### src/hdl/usbd_pkg.sv
// ----------------------------------------------------------------------------
// usbd_pkg
// Shared widths, defaults, result type and bit-reversal helper for the
// unanimous-sample byte debouncer.
// ----------------------------------------------------------------------------
package usbd_pkg;

    localparam int DATA_W              = 8;
    localparam int CHIP_W              = 2;
    localparam int DEFAULT_NUM_CHIPS   = 3;
    localparam int DEFAULT_NUM_SAMPLES = 4;

    typedef struct packed {
        logic [CHIP_W-1:0] chip;
        logic [DATA_W-1:0] bits;
    } t_result;

    // Reverse bit order: bit 0 <-> bit 7, and so on.
    function automatic logic [DATA_W-1:0] flip_byte(input logic [DATA_W-1:0] v);
        logic [DATA_W-1:0] y;
        for (int i = 0; i < DATA_W; i++) begin
            y[i] = v[DATA_W-1-i];
        end
        return y;
    endfunction

endpackage

### src/hdl/usbd_ram.sv
// ----------------------------------------------------------------------------
// usbd_ram
// Generic single-port-write, single-port-read RAM with registered read data.
// A read of an address written in the same cycle returns the old contents.
// ----------------------------------------------------------------------------
module usbd_ram #(
    parameter int WIDTH  = 8,
    parameter int DEPTH  = 4,
    parameter int ADDR_W = (DEPTH > 1) ? $clog2(DEPTH) : 1
) (
    input  logic              i_clk,
    input  logic              i_we,
    input  logic [ADDR_W-1:0] i_waddr,
    input  logic [WIDTH-1:0]  i_wdata,
    input  logic              i_re,
    input  logic [ADDR_W-1:0] i_raddr,
    output logic [WIDTH-1:0]  o_rdata
);

    logic [WIDTH-1:0] r_mem [DEPTH];
    logic [WIDTH-1:0] r_rdata;

    always_ff @(posedge i_clk) begin
        if (i_we) begin
            r_mem[i_waddr] <= i_wdata;
        end
        if (i_re) begin
            r_rdata <= r_mem[i_raddr];
        end
    end

    assign o_rdata = r_rdata;

endmodule

### src/hdl/unanimous_sample_byte_debouncer.sv
// ----------------------------------------------------------------------------
// unanimous_sample_byte_debouncer
// Debounces one raw byte per input chip against that chip's ring of recent
// samples; a bit changes only when every stored sample agrees.
// ----------------------------------------------------------------------------
// Path: an accepted transaction launches the RAM read and is registered into the
//   update stage, which votes, writes the row and pushes the stall-absorbing queue.
// Throughput: one transaction per cycle while the two-entry output queue has room;
//   the single read-modify-write pass through the per-chip row memory sets it.
// Reset (i_rst_n low, synchronous): clears row valid bits, sample head,
//   reverse_bits, pipeline and output queue. Rows read as zero until written.
// ----------------------------------------------------------------------------
module unanimous_sample_byte_debouncer
    import usbd_pkg::*;
#(
    parameter int NUM_CHIPS   = DEFAULT_NUM_CHIPS,
    parameter int NUM_SAMPLES = DEFAULT_NUM_SAMPLES
) (
    input  logic              i_clk,
    input  logic              i_rst_n,

    // configuration: reverse_bits
    input  logic              i_cfg_we,
    input  logic              i_cfg_wdata,

    // slave side
    input  logic              s_tvalid,
    output logic              s_tready,
    input  logic [DATA_W-1:0] s_tdata,   // [7:0] raw_byte
    input  logic [CHIP_W-1:0] s_tuser,   // [1:0] chip_index
    input  logic              s_tlast,   // end_of_scan

    // master side
    output logic              m_tvalid,
    input  logic              m_tready,
    output logic [DATA_W-1:0] m_tdata,   // [7:0] debounced_byte
    output logic [CHIP_W-1:0] m_tuser    // [1:0] chip_echo
);

    // Each memory row holds one chip: its samples in the low bytes (slot s at
    // byte s) and its current debounced byte on top.
    localparam int SAMP_W  = DATA_W * NUM_SAMPLES;
    localparam int ROW_W   = SAMP_W + DATA_W;
    localparam int ADDR_W  = (NUM_CHIPS > 1) ? $clog2(NUM_CHIPS) : 1;
    localparam int VALID_N = 1 << ADDR_W;
    localparam int HEAD_W  = $clog2(NUM_SAMPLES);

    // ------------------------------------------------------------------
    // Configuration
    // ------------------------------------------------------------------
    logic r_reverse;

    always_ff @(posedge i_clk) begin
        if (!i_rst_n) begin
            r_reverse <= 1'b0;
        end else if (i_cfg_we) begin
            r_reverse <= i_cfg_wdata;
        end
    end

    // ------------------------------------------------------------------
    // Handshakes and flow control
    // ------------------------------------------------------------------
    logic       w_in_fire;
    logic       w_out_fire;
    logic [1:0] w_busy;
    logic       r_s1_valid;
    logic [1:0] r_q_count;

    assign w_in_fire  = s_tvalid & s_tready;
    assign w_out_fire = m_tvalid & m_tready;

    // Every item in the update stage lands in the queue on the next edge, so
    // accept only while the queue plus the update stage leaves one free slot.
    assign w_busy   = {1'b0, r_s1_valid} + r_q_count - {1'b0, w_out_fire};
    assign s_tready = (w_busy < 2'd2);

    // ------------------------------------------------------------------
    // Accept stage: launch the row read, capture the item, advance the head
    // ------------------------------------------------------------------
    logic [HEAD_W-1:0] r_head;
    logic [HEAD_W-1:0] n_head;
    logic [HEAD_W-1:0] r_s1_head;
    logic [CHIP_W-1:0] r_s1_chip;
    logic [DATA_W-1:0] r_s1_raw;

    always_comb begin
        n_head = r_head;
        if (w_in_fire && s_tlast) begin
            // wrap from the last slot back to zero
            if (r_head == HEAD_W'(NUM_SAMPLES - 1)) begin
                n_head = '0;
            end else begin
                n_head = r_head + 1'b1;
            end
        end
    end

    always_ff @(posedge i_clk) begin
        if (!i_rst_n) begin
            r_head     <= '0;
            r_s1_valid <= 1'b0;
        end else begin
            r_head     <= n_head;
            r_s1_valid <= w_in_fire;
        end
    end

    // Payload of the update stage; the head seen here is the one before this
    // item's own end-of-scan advance.
    always_ff @(posedge i_clk) begin
        if (w_in_fire) begin
            r_s1_head <= r_head;
            r_s1_chip <= s_tuser;
            r_s1_raw  <= r_reverse ? flip_byte(s_tdata) : s_tdata;
        end
    end

    // ------------------------------------------------------------------
    // Row memory
    // ------------------------------------------------------------------
    logic              w_we;
    logic [ADDR_W-1:0] w_s1_addr;
    logic [ROW_W-1:0]  w_new_row;
    logic [ROW_W-1:0]  w_rd_row;

    usbd_ram #(
        .WIDTH  (ROW_W),
        .DEPTH  (NUM_CHIPS),
        .ADDR_W (ADDR_W)
    ) u_row_ram (
        .i_clk   (i_clk),
        .i_we    (w_we),
        .i_waddr (w_s1_addr),
        .i_wdata (w_new_row),
        .i_re    (w_in_fire),
        .i_raddr (ADDR_W'(s_tuser)),
        .o_rdata (w_rd_row)
    );

    // ------------------------------------------------------------------
    // Update stage: pick the current row, insert the sample, vote
    // ------------------------------------------------------------------
    logic [VALID_N-1:0] r_row_valid;
    logic               r_fwd_valid;
    logic [ADDR_W-1:0]  r_fwd_addr;
    logic [ROW_W-1:0]   r_fwd_row;
    logic               w_in_range;
    logic [ROW_W-1:0]   w_old_row;
    logic [DATA_W-1:0]  w_all_high;
    logic [DATA_W-1:0]  w_all_low;
    logic [DATA_W-1:0]  w_stable;
    logic [DATA_W-1:0]  w_result;

    assign w_s1_addr  = ADDR_W'(r_s1_chip);
    assign w_in_range = (int'(r_s1_chip) < NUM_CHIPS);
    assign w_we       = r_s1_valid & w_in_range;

    always_comb begin
        // The item just before this one wrote its row on the same edge this
        // item read it, so the RAM returned stale data: forward the new row.
        if (r_fwd_valid && (r_fwd_addr == w_s1_addr)) begin
            w_old_row = r_fwd_row;
        end else if (r_row_valid[w_s1_addr]) begin
            w_old_row = w_rd_row;
        end else begin
            w_old_row = '0;
        end

        w_new_row  = w_old_row;
        w_all_high = '1;
        w_all_low  = '1;
        for (int s = 0; s < NUM_SAMPLES; s++) begin
            if (r_s1_head == HEAD_W'(s)) begin
                w_new_row[s*DATA_W +: DATA_W] = r_s1_raw;
            end
            w_all_high = w_all_high & w_new_row[s*DATA_W +: DATA_W];
            w_all_low  = w_all_low & ~w_new_row[s*DATA_W +: DATA_W];
        end

        // hold bits where samples disagree, follow them where unanimous
        w_stable = w_old_row[SAMP_W +: DATA_W];
        w_result = (w_stable & ~(w_all_high | w_all_low)) | w_all_high;
        w_new_row[SAMP_W +: DATA_W] = w_result;
    end

    always_ff @(posedge i_clk) begin
        if (!i_rst_n) begin
            r_row_valid <= '0;
            r_fwd_valid <= 1'b0;
        end else begin
            r_fwd_valid <= w_we;
            if (w_we) begin
                r_row_valid[w_s1_addr] <= 1'b1;
            end
        end
    end

    always_ff @(posedge i_clk) begin
        if (w_we) begin
            r_fwd_addr <= w_s1_addr;
            r_fwd_row  <= w_new_row;
        end
    end

    // ------------------------------------------------------------------
    // Output queue: two entries, so input keeps flowing while a result waits
    // ------------------------------------------------------------------
    t_result r_q_item [2];
    t_result w_push_item;
    logic    r_q_wr;
    logic    r_q_rd;

    assign w_push_item.chip = r_s1_chip;
    assign w_push_item.bits = w_in_range ? w_result : '0;

    always_ff @(posedge i_clk) begin
        if (!i_rst_n) begin
            r_q_wr    <= 1'b0;
            r_q_rd    <= 1'b0;
            r_q_count <= '0;
        end else begin
            if (r_s1_valid) begin
                r_q_wr <= ~r_q_wr;
            end
            if (w_out_fire) begin
                r_q_rd <= ~r_q_rd;
            end
            r_q_count <= r_q_count + {1'b0, r_s1_valid} - {1'b0, w_out_fire};
        end
    end

    always_ff @(posedge i_clk) begin
        if (r_s1_valid) begin
            r_q_item[r_q_wr] <= w_push_item;
        end
    end

    assign m_tvalid = (r_q_count != 2'd0);
    assign m_tdata  = r_q_item[r_q_rd].bits;
    assign m_tuser  = r_q_item[r_q_rd].chip;

endmodule

### config.mk
export PLATFORM = sky130hd
export DESIGN_NAME = unanimous_sample_byte_debouncer
export DESIGN_NICKNAME = d
export VERILOG_FILES = /design/src/hdl/usbd_pkg.sv /design/src/hdl/usbd_ram.sv /design/src/hdl/unanimous_sample_byte_debouncer.sv
export SDC_FILE = /design/constraint.sdc
export NUM_CORES = 1
export LEC_CHECK = 0
export BUFFER_PORTS_ARGS = -buffer_cell sky130_fd_sc_hd__clkbuf_2
export CORE_MARGIN = 3
export CORE_UTILIZATION = 35
export CTS_CLUSTER_DIAMETER = 120
export DETAILED_ROUTE_END_ITERATION = 7
export SETUP_SLACK_MARGIN = 0.15
export SLEW_MARGIN = 20
export SYNTH_ARGS = -nofsm -noshare
export SYNTH_HDL_FRONTEND = slang
export SYNTH_SLANG_ARGS = --single-unit
### constraint.sdc
create_clock -name i_clk -period 5.5 [get_ports i_clk]
set_input_delay 1.1 -clock i_clk [delete_from_list [all_inputs] [get_ports i_clk]]
set_output_delay 1.1 -clock i_clk [all_outputs]
set_load 0.1 [all_outputs]
==> out/metrics.yaml <==
boundaryPins: 29
drive_gt1_share_pct: 23.2
syn_area_per_cell_um2: 15.5
cts-buffers-inserted: 26
crit_type: "primary input to output port"
wl_per_cell_um: 19.9
area_delta_synth_final_pct: 15.2
htree_num_levels: 1
slew_headroom_pct: 25.7
clk_path_buf_depth: 3
synth_edf_count: 234
status: "finished clean"
place_congestion: 0.768
vias: 5744
synthDistinctLibCells: 42
netlist_instances: 662
routed_wl_mm: 21.8
diodes: 0
power.density_mw_per_mm2: 517
grt_overflow: 0
fin_cells: 1092
dp.cells: 1045
peakVddDrop_v: 0.000285
ctsHoldBuffers: 0
grt.total_usage_pct: 13.9
start_kind: "primary input"
die_width_um: 177
fin_skew_ns: 0.0206
fillers: 2576
post-cts-setup-buffers: 0
p_leak_nw: 3.84
cts_root_buf: "clkbuf_16"
drv_cap: 0
seq_area_frac_synth_pct: 71.3
syn_area_mm2: 0.0103
cts_resized: 0
initial_utilization_pct: 35.6
worst_skew_pair.late_latency_ns: 0.53
synth_nets: 682
dieArea_mm2: 0.0314
worst_slew_pin_slew_ns: 1.11
cp.arrival_ns: 2.55
finalHoldViolCount: 0
hpwlAfterDp_mm: 13.1
grt_pass1_vias: 5583
ys.flop_type: "edfxtp_1"
synth_seq_cells: 248
yosys_warnings: 0
ff_latch_area_mm2: 0.00731
row_count: 62
coreArea_mm2: 0.0288
first_iter_violations: 437
clk_pin_slew_ns: 0.06
holdPathStages: 0
end_kind: "output port"
cts_tree: "yes"
nets: 709
required_ns: 4.40
period_share_pct: 66.4
grt_start_max_net_pins: 51
setup_tns_ns: 0
drc: 0
grt_pass1_wl_mm: 33.5
avgViaCountPerCell: 5.26
multiInputGateArea_mm2: 0.00274
min_path_type: "flop to flop"
rsz0062_at_grt: "false"
die_y_um: 177
reg2reg_depth: 6
setup-violations-final: 0
clock.fmax_mhz: 274
async_flop_share_pct: 0
slew_viol_final: 0
grt_antenna_before_repair: 0
drtPass1Iterations: 5
crit_fanout: 4
ant_nets: 0
cts.sinks: 248
period_minus_slack_ns: 3.65
numPortBuffers: 28
state kept, by name, summed over array words and instances, names as in the netlist, 4 cells and up, named ones only:
signal,cells
u_row_ram.o_rdata,40
r_s1_raw,8
r_fwd_row,40
r_q_item,20
u_row_ram.r_mem,120
r_row_valid,4
cell type report:
type	instances	share of cell area, %
repair buffers	48	2.46
multi-input cells	362	23.2
inverters	3	0.0953
well taps	384	4.07
clock inverters	20	2.62
clock buffers	27	5.72
flip-flops and latches	248	61.9
final timing paths:
kind / from / to / slack [ns]
setup / recovery: m_tready / s_tready / 1.85
hold / removal: r_head[1] / r_s1_head[1] / 0.46
setup reg to reg: r_s1_chip[0] / r_q_item[0][1] / 2.11
hold reg to reg: r_head[1] / r_s1_head[1] / 0.46
cell usage after synthesis (all sizes together) (2+ instances only):
library cell  count  area share [%]
nand2            45             1.6
or2               2            0.12
xnor2             3            0.33
nor3              9            0.49
nand2b            2            0.12
mux2             18             2.0
clkbuf           24            0.88
and2              7            0.43
nand4            32             2.0
o21ai            40             2.0
a22o              8            0.68
inv               3            0.11
dfxtp            14             2.7
buf              25             1.4
a31oi            40             4.2
nor2b             7            0.43
ha                3            0.37
nor4             16             1.5
xor2              2            0.32
o311ai           32             3.1
nor2             41             1.5
edfxtp          234              69
mux2i            41             4.0
o21a              4            0.29
a21boi            2            0.15
critical path, cell delays in order:
cell and delay [ns]:
clkbuf_2 0.08, and2_1 0.15, ha_1 0.28, inv_1 0.04
ha_1 0.17, xnor3_1 0.26, clkbuf_2 0.48
cells by family after synthesis:
kind of cell / after synthesis / synth area share (%)
buffers and inverters: 52 / 2.35
XOR/XNOR: 6 / 0.866
flip-flops: 248 / 71.3
AND/OR/NAND/NOR: 166 / 8.48
AO/OA/AOI/OAI: 127 / 10.5
multiplexers: 60 / 6.20
adder cells (fa/ha/maj): 3 / 0.366
stage by stage:
step	cell area (um2)	util [%]	worst slack, ns	hold slack (ns)	total power, mW
finish	11800	41.0	1.85	0.465	6.11
global route	11800	41.0	1.75	0.483	6.37
CTS	11800	41.0	1.85	0.469	6.16
detailed placement	10800	37.6	1.86	0.450	4.18
global placement	10800	37.6	1.87	0.448	4.16
floorplan	10300	-	0.725	0.430	3.76
where the power goes:
part	total, mW	internal, mW	switching (mW)	leakage [nW]
combinational	1.43	0.336	1.09	1.07
sequential	2.70	2.56	0.149	2.31
clock	1.98	1.27	0.710	0.470
layout by cell type (no fill, tap or decap), types with 11 or more instances in the layout:
master,n
mux2i_1,41
a31oi_1,11
mux2_2,18
nand4_1,32
nand2_1,45
nor2_1,40
o21ai_0,40
dfxtp_1,14
buf_4,20
edfxtp_1,234
clkbuf_16,27
o311ai_1,25
clkbuf_2,28
a31oi_2,29
routing by layer:
metal	vias to the layer above	part of all wire (%)	track usage, %
li1	2681	-	-
met1	2867	45	19.4
met2	156	47	22.1
met3	40	5.5	2.85
met4	0	2.5	4.12
met5	-	0	0
Power figures use the tool's default switching activity.
